==> config.mk <==
export PLATFORM = sky130hd
export DESIGN_NAME = keyed_counter_table_top
export DESIGN_NICKNAME = d
export VERILOG_FILES = /design/src/sv/kct_pkg.sv /design/src/sv/kct_ram.sv /design/src/sv/kct_ctrl.sv /design/src/sv/keyed_counter_table_top.sv
export VERILOG_INCLUDE_DIRS = /design/src /design/src/sv
export SDC_FILE = /design/constraint.sdc
export NUM_CORES = 2
export LEC_CHECK = 0
export ABC_CLOCK_PERIOD_IN_PS = 14000
export BUFFER_PORTS_ARGS = -buffer_cell sky130_fd_sc_hd__buf_2
export CAP_MARGIN = 20
export CORE_ASPECT_RATIO = 1.75
export CORE_MARGIN = 3
export CORE_UTILIZATION = 30
export CTS_BUF_LIST = sky130_fd_sc_hd__clkbuf_8
export DETAILED_ROUTE_END_ITERATION = 12
export PLACE_DENSITY_LB_ADDON = 0.2
export SYNTH_ARGS = -nofsm -noshare
export SYNTH_HDL_FRONTEND = slang
export SYNTH_SLANG_ARGS = --single-unit
export TNS_END_PERCENT = 5
==> constraint.sdc <==
create_clock -name aclk -period 14 [get_ports aclk]
set_clock_uncertainty 0.1 [all_clocks]
set_input_delay 4.2 -clock aclk [delete_from_list [all_inputs] [get_ports aclk]]
set_output_delay 4.2 -clock aclk [all_outputs]
set_load 0.1 [all_outputs]
==> src/sv/keyed_counter_table_top_defines.svh <==
// ----------------------------------------------------------------------------
// keyed_counter_table_top_defines.svh
// Assertion macros for the keyed counter table.
// ----------------------------------------------------------------------------
`ifndef KEYED_COUNTER_TABLE_TOP_DEFINES_SVH
`define KEYED_COUNTER_TABLE_TOP_DEFINES_SVH

`ifndef NO_ASSERTIONS

// same-cycle implication, sampled on aclk, off while in reset
`define KCT_ASSERT_NOW(label, ante, cons) \
    label: assert property (@(posedge aclk) disable iff (!aresetn) (ante) |-> (cons)) \
        else $error("keyed_counter_table: assertion failed");

// next-cycle implication, sampled on aclk, off while in reset
`define KCT_ASSERT_NEXT(label, ante, cons) \
    label: assert property (@(posedge aclk) disable iff (!aresetn) (ante) |=> (cons)) \
        else $error("keyed_counter_table: assertion failed");

`else

`define KCT_ASSERT_NOW(label, ante, cons)
`define KCT_ASSERT_NEXT(label, ante, cons)

`endif

`endif

==> src/sv/kct_pkg.sv <==
// ----------------------------------------------------------------------------
// kct_pkg
// Types, constants and helpers shared by the keyed counter table.
// ----------------------------------------------------------------------------
`default_nettype none

package kct_pkg;

    // table geometry
    localparam int TABLE_DEPTH = 64;
    localparam int KEY_BITS    = 16;
    localparam int ADDR_W      = (TABLE_DEPTH > 1) ? $clog2(TABLE_DEPTH) : 1;
    localparam int CNT_W       = $clog2(TABLE_DEPTH + 1);
    localparam int TAG_W       = 16;
    localparam int COUNT_W     = 32;

    // command codes
    localparam logic [1:0] CMD_ADD      = 2'd0;
    localparam logic [1:0] CMD_OVERRIDE = 2'd1;
    localparam logic [1:0] CMD_REMOVE   = 2'd2;
    localparam logic [1:0] CMD_QUERY    = 2'd3;

    // status codes
    localparam logic [1:0] STATUS_OK      = 2'd0;
    localparam logic [1:0] STATUS_INVALID = 2'd1;
    localparam logic [1:0] STATUS_FULL    = 2'd2;

    typedef struct packed {
        logic [1:0]                command;
        logic [TAG_W-1:0]          tag_key;
        logic signed [COUNT_W-1:0] amount;
    } in_beat_t;

    typedef struct packed {
        logic                      found;
        logic signed [COUNT_W-1:0] entry_count;
        logic [1:0]                status;
    } out_beat_t;

    typedef enum logic [1:0] {
        ST_IDLE,
        ST_SCAN,
        ST_UPDATE,
        ST_RESP
    } state_t;

    // controller to memories
    typedef struct packed {
        logic                rd_en;
        logic [ADDR_W-1:0]   rd_addr;
        logic [ADDR_W-1:0]   wr_addr;
        logic                key_wr_en;
        logic                cnt_wr_en;
        logic [KEY_BITS-1:0] wr_key;
        logic [COUNT_W-1:0]  wr_count;
    } mem_req_t;

    // controller status for the top level
    typedef struct packed {
        logic [CNT_W-1:0] used;
        logic             busy;
    } ctrl_stat_t;

    // tag field to stored key width (zero fill or truncate)
    function automatic logic [KEY_BITS-1:0] to_key(input logic [TAG_W-1:0] tag);
        logic [63:0]         wide;
        logic [KEY_BITS-1:0] k;
        wide = {{(64 - TAG_W){1'b0}}, tag};
        for (int i = 0; i < KEY_BITS; i++) begin
            k[i] = wide[i];
        end
        return k;
    endfunction

endpackage

`default_nettype wire

==> src/sv/kct_ram.sv <==
// ----------------------------------------------------------------------------
// kct_ram
// Simple dual-port RAM: one write port, one read port, registered read data.
// ----------------------------------------------------------------------------
`default_nettype none

module kct_ram #(
    parameter int WIDTH  = 32,
    parameter int DEPTH  = 64,
    parameter int ADDR_W = 6
) (
    input  wire logic              aclk,
    input  wire logic              wr_en,
    input  wire logic [ADDR_W-1:0] wr_addr,
    input  wire logic [WIDTH-1:0]  wr_data,
    input  wire logic              rd_en,
    input  wire logic [ADDR_W-1:0] rd_addr,
    output logic      [WIDTH-1:0]  rd_data
);

    logic [WIDTH-1:0] mem [DEPTH];

    // write port
    always_ff @(posedge aclk) begin
        if (wr_en) begin
            mem[wr_addr] <= wr_data;
        end
    end

    // read port, registered read data
    always_ff @(posedge aclk) begin
        if (rd_en) begin
            rd_data <= mem[rd_addr];
        end
    end

endmodule

`default_nettype wire

==> src/sv/kct_ctrl.sv <==
// ----------------------------------------------------------------------------
// kct_ctrl
// Sequencer: scans the occupied entries, then reads, modifies and writes back.
// ----------------------------------------------------------------------------
`default_nettype none

module kct_ctrl import kct_pkg::*; (
    input  wire logic                aclk,
    input  wire logic                aresetn,
    input  wire logic                in_valid,
    output logic                     in_ready,
    input  wire in_beat_t            in_beat,
    output mem_req_t                 mem_req,
    input  wire logic [KEY_BITS-1:0] rd_key,
    input  wire logic [COUNT_W-1:0]  rd_count,
    output logic                     res_valid,
    input  wire logic                res_ready,
    output out_beat_t                res_beat,
    output ctrl_stat_t               stat
);

    state_t              state_reg, state_next;
    logic [1:0]          cmd_reg, cmd_next;
    logic [KEY_BITS-1:0] key_reg, key_next;
    logic [COUNT_W-1:0]  amt_reg, amt_next;
    logic [CNT_W-1:0]    rd_idx_reg, rd_idx_next;
    logic                pend_valid_reg, pend_valid_next;
    logic [ADDR_W-1:0]   pend_idx_reg, pend_idx_next;
    logic                hit_reg, hit_next;
    logic [ADDR_W-1:0]   slot_reg, slot_next;
    logic [COUNT_W-1:0]  cnt_reg, cnt_next;
    logic [CNT_W-1:0]    used_reg, used_next;
    out_beat_t           res_reg, res_next;

    logic                match;
    logic                more;

    // update decision
    logic                upd_found;
    logic [COUNT_W-1:0]  upd_count;
    logic [1:0]          upd_status;
    logic                upd_cnt_wr;
    logic                upd_key_wr;
    logic [COUNT_W-1:0]  upd_new;
    logic                upd_append;
    logic                amt_positive;

    // scan compare on the beat read last cycle
    assign match = pend_valid_reg && (rd_key == key_reg);
    assign more  = rd_idx_reg < used_reg;

    // next state
    always_comb begin
        state_next = state_reg;
        case (state_reg)
            ST_IDLE: begin
                if (in_valid) begin
                    state_next = ST_SCAN;
                end
            end
            ST_SCAN: begin
                if (match || !more) begin
                    state_next = ST_UPDATE;
                end
            end
            ST_UPDATE: begin
                state_next = ST_RESP;
            end
            ST_RESP: begin
                if (res_ready) begin
                    state_next = ST_IDLE;
                end
            end
            default: begin
                state_next = ST_IDLE;
            end
        endcase
    end

    // read-modify-write decision for the current command
    always_comb begin
        amt_positive = (amt_reg != '0) && !amt_reg[COUNT_W-1];
        upd_found    = hit_reg;
        upd_count    = hit_reg ? cnt_reg : '0;
        upd_status   = STATUS_OK;
        upd_cnt_wr   = 1'b0;
        upd_key_wr   = 1'b0;
        upd_append   = 1'b0;
        upd_new      = cnt_reg;
        if (cmd_reg == CMD_QUERY) begin
            upd_status = STATUS_OK;
        end else if (key_reg == '0) begin
            upd_found  = 1'b0;
            upd_count  = '0;
            upd_status = STATUS_INVALID;
        end else if (cmd_reg == CMD_REMOVE) begin
            if (!amt_positive) begin
                upd_status = STATUS_INVALID;
            end else if (hit_reg) begin
                upd_new    = cnt_reg - amt_reg;
                upd_cnt_wr = 1'b1;
                upd_count  = upd_new;
            end
        end else if (hit_reg) begin
            upd_new    = (cmd_reg == CMD_ADD) ? (cnt_reg + amt_reg) : amt_reg;
            upd_cnt_wr = 1'b1;
            upd_count  = upd_new;
        end else if (used_reg < CNT_W'(TABLE_DEPTH)) begin
            upd_new    = amt_reg;
            upd_cnt_wr = 1'b1;
            upd_key_wr = 1'b1;
            upd_append = 1'b1;
            upd_count  = amt_reg;
        end else begin
            upd_count  = '0;
            upd_status = STATUS_FULL;
        end
    end

    // outputs and datapath next values
    always_comb begin
        cmd_next        = cmd_reg;
        key_next        = key_reg;
        amt_next        = amt_reg;
        rd_idx_next     = rd_idx_reg;
        pend_valid_next = 1'b0;
        pend_idx_next   = pend_idx_reg;
        hit_next        = hit_reg;
        slot_next       = slot_reg;
        cnt_next        = cnt_reg;
        used_next       = used_reg;
        res_next        = res_reg;

        in_ready         = (state_reg == ST_IDLE);
        res_valid        = (state_reg == ST_RESP);
        mem_req.rd_en    = 1'b0;
        mem_req.rd_addr  = rd_idx_reg[ADDR_W-1:0];
        mem_req.wr_addr  = hit_reg ? slot_reg : used_reg[ADDR_W-1:0];
        mem_req.key_wr_en = 1'b0;
        mem_req.cnt_wr_en = 1'b0;
        mem_req.wr_key   = key_reg;
        mem_req.wr_count = upd_new;

        case (state_reg)
            ST_IDLE: begin
                if (in_valid) begin
                    cmd_next    = in_beat.command;
                    key_next    = to_key(in_beat.tag_key);
                    amt_next    = in_beat.amount;
                    rd_idx_next = '0;
                    hit_next    = 1'b0;
                end
            end
            ST_SCAN: begin
                if (match) begin
                    hit_next  = 1'b1;
                    slot_next = pend_idx_reg;
                    cnt_next  = rd_count;
                end else if (more) begin
                    mem_req.rd_en   = 1'b1;
                    pend_valid_next = 1'b1;
                    pend_idx_next   = rd_idx_reg[ADDR_W-1:0];
                    rd_idx_next     = rd_idx_reg + 1'b1;
                end
            end
            ST_UPDATE: begin
                mem_req.cnt_wr_en = upd_cnt_wr;
                mem_req.key_wr_en = upd_key_wr;
                if (upd_append) begin
                    used_next = used_reg + 1'b1;
                end
                res_next.found       = upd_found;
                res_next.entry_count = upd_count;
                res_next.status      = upd_status;
            end
            ST_RESP: begin
            end
            default: begin
            end
        endcase
    end

    // control registers
    always_ff @(posedge aclk) begin
        if (!aresetn) begin
            state_reg      <= ST_IDLE;
            used_reg       <= '0;
            pend_valid_reg <= 1'b0;
        end else begin
            state_reg      <= state_next;
            used_reg       <= used_next;
            pend_valid_reg <= pend_valid_next;
        end
    end

    // payload registers
    always_ff @(posedge aclk) begin
        cmd_reg      <= cmd_next;
        key_reg      <= key_next;
        amt_reg      <= amt_next;
        rd_idx_reg   <= rd_idx_next;
        pend_idx_reg <= pend_idx_next;
        hit_reg      <= hit_next;
        slot_reg     <= slot_next;
        cnt_reg      <= cnt_next;
        res_reg      <= res_next;
    end

    assign res_beat  = res_reg;
    assign stat.used = used_reg;
    assign stat.busy = (state_reg != ST_IDLE);

endmodule

`default_nettype wire

==> src/sv/keyed_counter_table_top.sv <==
// ----------------------------------------------------------------------------
// keyed_counter_table_top
// Table of key and signed count pairs with add, override, remove and query.
// ----------------------------------------------------------------------------
// Usage:
//   s_ channel: one beat per command (command, tag_key, amount), valid/ready.
//   m_ channel: one result beat per command (found, entry_count, status).
//   Keys and counts sit in two RAMs with registered reads. A command scans the
//   occupied entries in fill order, one key RAM read per cycle, stops at the
//   first match, then writes back in the update state and passes the result
//   to the output register from the response state.
//   A miss scans all occupied entries, at most TABLE_DEPTH. One command is
//   handled at a time; the next input beat is taken once the result has
//   entered the output register, so the scan length sets the command rate.
//   The result register holds a beat while m_ready is low and a new command
//   is already accepted meanwhile; its result waits until the register frees.
//   Reset empties the table (fill count to zero) and drops any held result;
//   no clearing pass is needed.
// ----------------------------------------------------------------------------
`default_nettype none

`include "keyed_counter_table_top_defines.svh"

module keyed_counter_table_top import kct_pkg::*; (
    input  wire logic      aclk,
    input  wire logic      aresetn,
    input  wire logic      s_valid,
    output logic           s_ready,
    input  wire in_beat_t  s_data,
    output logic           m_valid,
    input  wire logic      m_ready,
    output out_beat_t      m_data
);

    mem_req_t            mem_req;
    logic [KEY_BITS-1:0] rd_key;
    logic [COUNT_W-1:0]  rd_count;
    logic                res_valid;
    logic                res_ready;
    out_beat_t           res_beat;
    ctrl_stat_t          stat;

    logic                m_valid_reg, m_valid_next;
    out_beat_t           m_data_reg, m_data_next;

    // sequencer
    kct_ctrl u_ctrl (
        .aclk      (aclk),
        .aresetn   (aresetn),
        .in_valid  (s_valid),
        .in_ready  (s_ready),
        .in_beat   (s_data),
        .mem_req   (mem_req),
        .rd_key    (rd_key),
        .rd_count  (rd_count),
        .res_valid (res_valid),
        .res_ready (res_ready),
        .res_beat  (res_beat),
        .stat      (stat)
    );

    // key store
    kct_ram #(
        .WIDTH  (KEY_BITS),
        .DEPTH  (TABLE_DEPTH),
        .ADDR_W (ADDR_W)
    ) u_key_ram (
        .aclk    (aclk),
        .wr_en   (mem_req.key_wr_en),
        .wr_addr (mem_req.wr_addr),
        .wr_data (mem_req.wr_key),
        .rd_en   (mem_req.rd_en),
        .rd_addr (mem_req.rd_addr),
        .rd_data (rd_key)
    );

    // count store
    kct_ram #(
        .WIDTH  (COUNT_W),
        .DEPTH  (TABLE_DEPTH),
        .ADDR_W (ADDR_W)
    ) u_count_ram (
        .aclk    (aclk),
        .wr_en   (mem_req.cnt_wr_en),
        .wr_addr (mem_req.wr_addr),
        .wr_data (mem_req.wr_count),
        .rd_en   (mem_req.rd_en),
        .rd_addr (mem_req.rd_addr),
        .rd_data (rd_count)
    );

    // output register
    assign res_ready = !m_valid_reg || m_ready;

    always_comb begin
        m_valid_next = m_valid_reg;
        m_data_next  = m_data_reg;
        if (m_valid_reg && m_ready) begin
            m_valid_next = 1'b0;
        end
        if (res_valid && res_ready) begin
            m_valid_next = 1'b1;
            m_data_next  = res_beat;
        end
    end

    always_ff @(posedge aclk) begin
        if (!aresetn) begin
            m_valid_reg <= 1'b0;
        end else begin
            m_valid_reg <= m_valid_next;
        end
    end

    always_ff @(posedge aclk) begin
        m_data_reg <= m_data_next;
    end

    assign m_valid = m_valid_reg;
    assign m_data  = m_data_reg;

    // checks
    `KCT_ASSERT_NOW(a_used_bound, 1'b1, stat.used <= CNT_W'(TABLE_DEPTH))
    `KCT_ASSERT_NEXT(a_used_step, 1'b1, (stat.used - $past(stat.used)) <= CNT_W'(1))
    `KCT_ASSERT_NOW(a_full_empty, m_valid && (m_data.status == STATUS_FULL), !m_data.found && (m_data.entry_count == '0))
    `KCT_ASSERT_NEXT(a_busy_after_accept, s_valid && s_ready, !s_ready && stat.busy)

endmodule

`default_nettype wire
==> key figures <==
Status
  – Status: finished, final reports clean

Layout
  – Largest register FFs: 2,048
  – Non-Filler Instances: 12,480
  – Share of layout cells above drive strength 1: 30.88%
  – Most flops, register: u_count_ram.mem
  – Design area: 148,200 um2
  – Final net count: 6,447
  – Util after Layout: 34.31%
  – Biggest regs: u_count_ram.mem (2048), u_key_ram.mem (1024)
  – Area growth from synthesis to layout: 13.66%

Worst setup path
  – Setup crit end kind: output pin
  – Capture point of the worst reg-to-reg path: u_count_ram.mem[42][11]
  – RR Startpoint: u_ctrl.amt_reg[16]
  – Critical path type: register to output pin
  – Stages on worst setup path: 3
  – R2r setup slk: 8.35 ns
  – Largest stage delay on the critical path: 0.48 ns
  – Buf/Inv on CP: 2
  – R2R depth: 11
  – Critical path launch point type: register
  – Crit path max-delay family: buffers and inverters
  – CP max FO: 5
  – Critical path origin: u_ctrl.state_reg[0]
  – Critical path arrival: 2.22 ns
  – Required @ worst endpoint: 9.70 ns
  – CP max-delay cell: buf_2
  – Worst-path cell chain: inv_1 -> ha_1 -> buf_2
  – Crit path to: s_ready

Yosys
  – Post-synthesis register bit count: 3,303
  – Top cells by area, synth: edfxtp_1, mux4_2, ha_1
  – Synth cell count leaders: edfxtp_1, mux4_2, nor2_1, clkbuf_1, nand2_1
  – Average cell area after synthesis: 22.39 um2
  – Post-synth EDFFs: 3,292
  – Synthesized area: 130,400 um2
  – Most used DFF post-synth: edfxtp_1
  – Library cells used by synthesis: 87
  – Most common cell in the synthesized netlist: edfxtp_1
  – Seq/Total Area, Yosys: 75.99%
  – Fraction of registers with async set/reset: 0%
  – Top-area cell type share of the netlist area: 75.82%
  – Syn_nets: 5,953
  – Synthesized instance count: 5,822
  – Syn. warnings: 0
  – Cell taking the most area after synthesis: edfxtp_1

GRT
  – Total gr overflow: 0
  – Number of global-route vias before repair: 67,140
  – Met3 Use GR: 2.091%
  – Global Route Usage Sum: 16.50%
  – First-pass GRT wire length: 524,600 um
  – GR peak layer: met2
  – GR met2 Demand/Resource: 30.66%
  – Largest net degree at the start of global routing: 124
  – Met1 usage in global routing: 19.78%
  – Antenna violations before repair: 34

Die
  – Die Area: 442,800 um2
  – Vert. Die Dim: 878.1 um
  – Core area: 431,900 um2
  – Die width: 504.3 um
  – I/O Pins: 91
  – Initial Util: 30.19%
  – Standard-cell rows: 319

Place
  – Final RePlAce weighted congestion: 0.9220
  – Post-DP HPWL: 225,700 um
  – Count of buffers from port buffering: 90
  – Cell Count Post-Placement: 11,630
  – Cell Area, Placed: 139,700 um2

Timing
  – Final count of negative-setup-slack endpoints: 0
  – Total negative slack: 0 ns
  – Final period util: 46.57%
  – Max-slew violations: 0
  – Max frequency: 153.4 MHz
  – Worst rel slew slack: 19.03%
  – Final Hold Fails: 0
  – RSZ-0062 raised after global routing: false
  – Final min period: 6.520 ns
  – Worst Tran Pin Value: 1.204 ns

Power
  – Pint: 19,110 uW
  – Post-route total power: 28,260 uW
  – Switching pwr: 9144 uW
  – Pwr/cell area: 190.7 nW/um2
  – Part of the power in registers: 43.6%
  – Static Leakage: 0.04535 uW
  – Maximum vdd ir drop: 0.1632 mV
  – Comb pwr share: 31.4%
  – Clk pwr share: 25.0%
  – Sw frac: 32.36%

Clocking
  – CTS Sinks: 3,303
  – Clk pin slew, worst setup/hold paths: 0.07 ns
  – CTS Buffer Depth: 4
  – Post-CTS sizing: 0
  – Clock Tree Root: clkbuf_8
  – Htree depth: 5
  – Clock Latency Late Sink: 1.09 ns
  – Number of CTS-inserted buffers: 459
  – TritonCTS clock tree: done
  – Hold_buf cts: 0
  – Post-CTS Setup Bufs: 0

Drt
  – Wire per inst: 29.74 um
  – Routed Antenna Nets: 0
  – First-pass DRT Iterations: 6
  – Via count: 62,580
  – Drt total wl: 371,000 um
  – # DRC: 0
  – DR vias/cell: 5.017
  – Initial drt markers: 5,642

Job
  – Max-Cap Viols: 0

Min path
  – Tightest Hold Check Type: register to register
-- area by class of cell --
| class | count | area, um2 |
|---|---|---|
| multi-input cells | 2130 | 30730 |
| well taps | 5778 | 7229 |
| diodes | 7 | 17.52 |
| flip-flops and latches | 3303 | 99080 |
| inverters | 87 | 326.6 |
| fillers | 40450 | 283700 |
| clock buffers | 463 | 6372 |
| repair buffers | 335 | 2416 |
| clock inverters | 372 | 2013 |
-- power by group through the flow --
stage          Combinational [uW]  Sequential, uW  Clock (uW)
4_1_cts                      9100           12300        7350
6_report                     8880           12300        7070
3_3_place_gp                 8990           12500           0
5_1_grt                      9460           12300        7730
3_5_place_dp                 9090           12500           0
2_1_floorplan                5570           12600           0
-- cells in the final DEF (no fill, tap or decap), types with 14 or more instances in the layout --
master     Yosys  routed
a21o_1        29      28
a21oi_1      114     108
a221oi_1      16      14
a31oi_1       18      18
buf_2         41      93
buf_4          2     230
bufinv_16      0      16
clkbuf_8       0     463
clkinv_1       4     137
clkinv_2       0      68
edfxtp_1    3292    3292
ha_1          75      74
inv_1         81     214
mux4_2      1008    1008
nand2_1      129     127
nand3_1       23      21
nor2_1       238     147
nor2_4         0      81
nor2b_1       17      15
nor4_1        26      25
o211ai_1      21      21
o21ai_0       91      87
o21bai_1      14      14
o31ai_1       18      17
xnor2_1       66      66
xor2_1        15      15
-- through the flow --
stage	hold WS, ns	setup WS, ns
finish	0.3005	7.480
global route	0.3062	7.316
CTS	0.2911	7.317
detailed placement	0.3045	8.095
global placement	0.3014	8.104
floorplan	0.3003	6.366
-- metal layers --
metal / vias up / wire (um)
li1: 25780 / -
met5: - / 20
met4: 2 / 11840
met2: 1944 / 201600
met3: 637 / 16040
met1: 34220 / 141500
-- worst register-to-register path: stages (launching register included) --
cell and delay, ns:
edfxtp_1 0.52, nor4_1 0.98, nand4_1 0.40, o21bai_1 0.67, inv_1 0.24, nand2_1 0.53, a21oi_2 0.15, nand3_1 0.24
nor2_1 0.14, nand2_1 0.76, nor2_4 0.07, buf_4 0.36
-- worst min path at each step --
stage	start	to	slack, ns	cells after the start
after floorplan	u_ctrl.res_beat[0]	m_data[0]	0.30	0
after global placement	u_ctrl.res_beat[15]	m_data[15]	0.30	0
after detailed placement	u_ctrl.res_beat[7]	m_data[7]	0.30	0
after CTS	u_ctrl.res_beat[26]	m_data[26]	0.29	0
after global routing	u_ctrl.res_beat[7]	m_data[7]	0.31	0
final	u_ctrl.pend_idx_reg[3]	u_ctrl.slot_reg[3]	0.30	0
-- kinds of logic after synthesis --
logic type      after synthesis  synth area share, %
mux                        1019                17.50
buf+inv                     389                1.183
fa+ha+maj                    77               0.7505
xor+xnor                     81               0.5441
flops                      3303                75.99
compound gates              445                2.298
simple gates                508                1.732
Power figures use the tool's default switching activity.
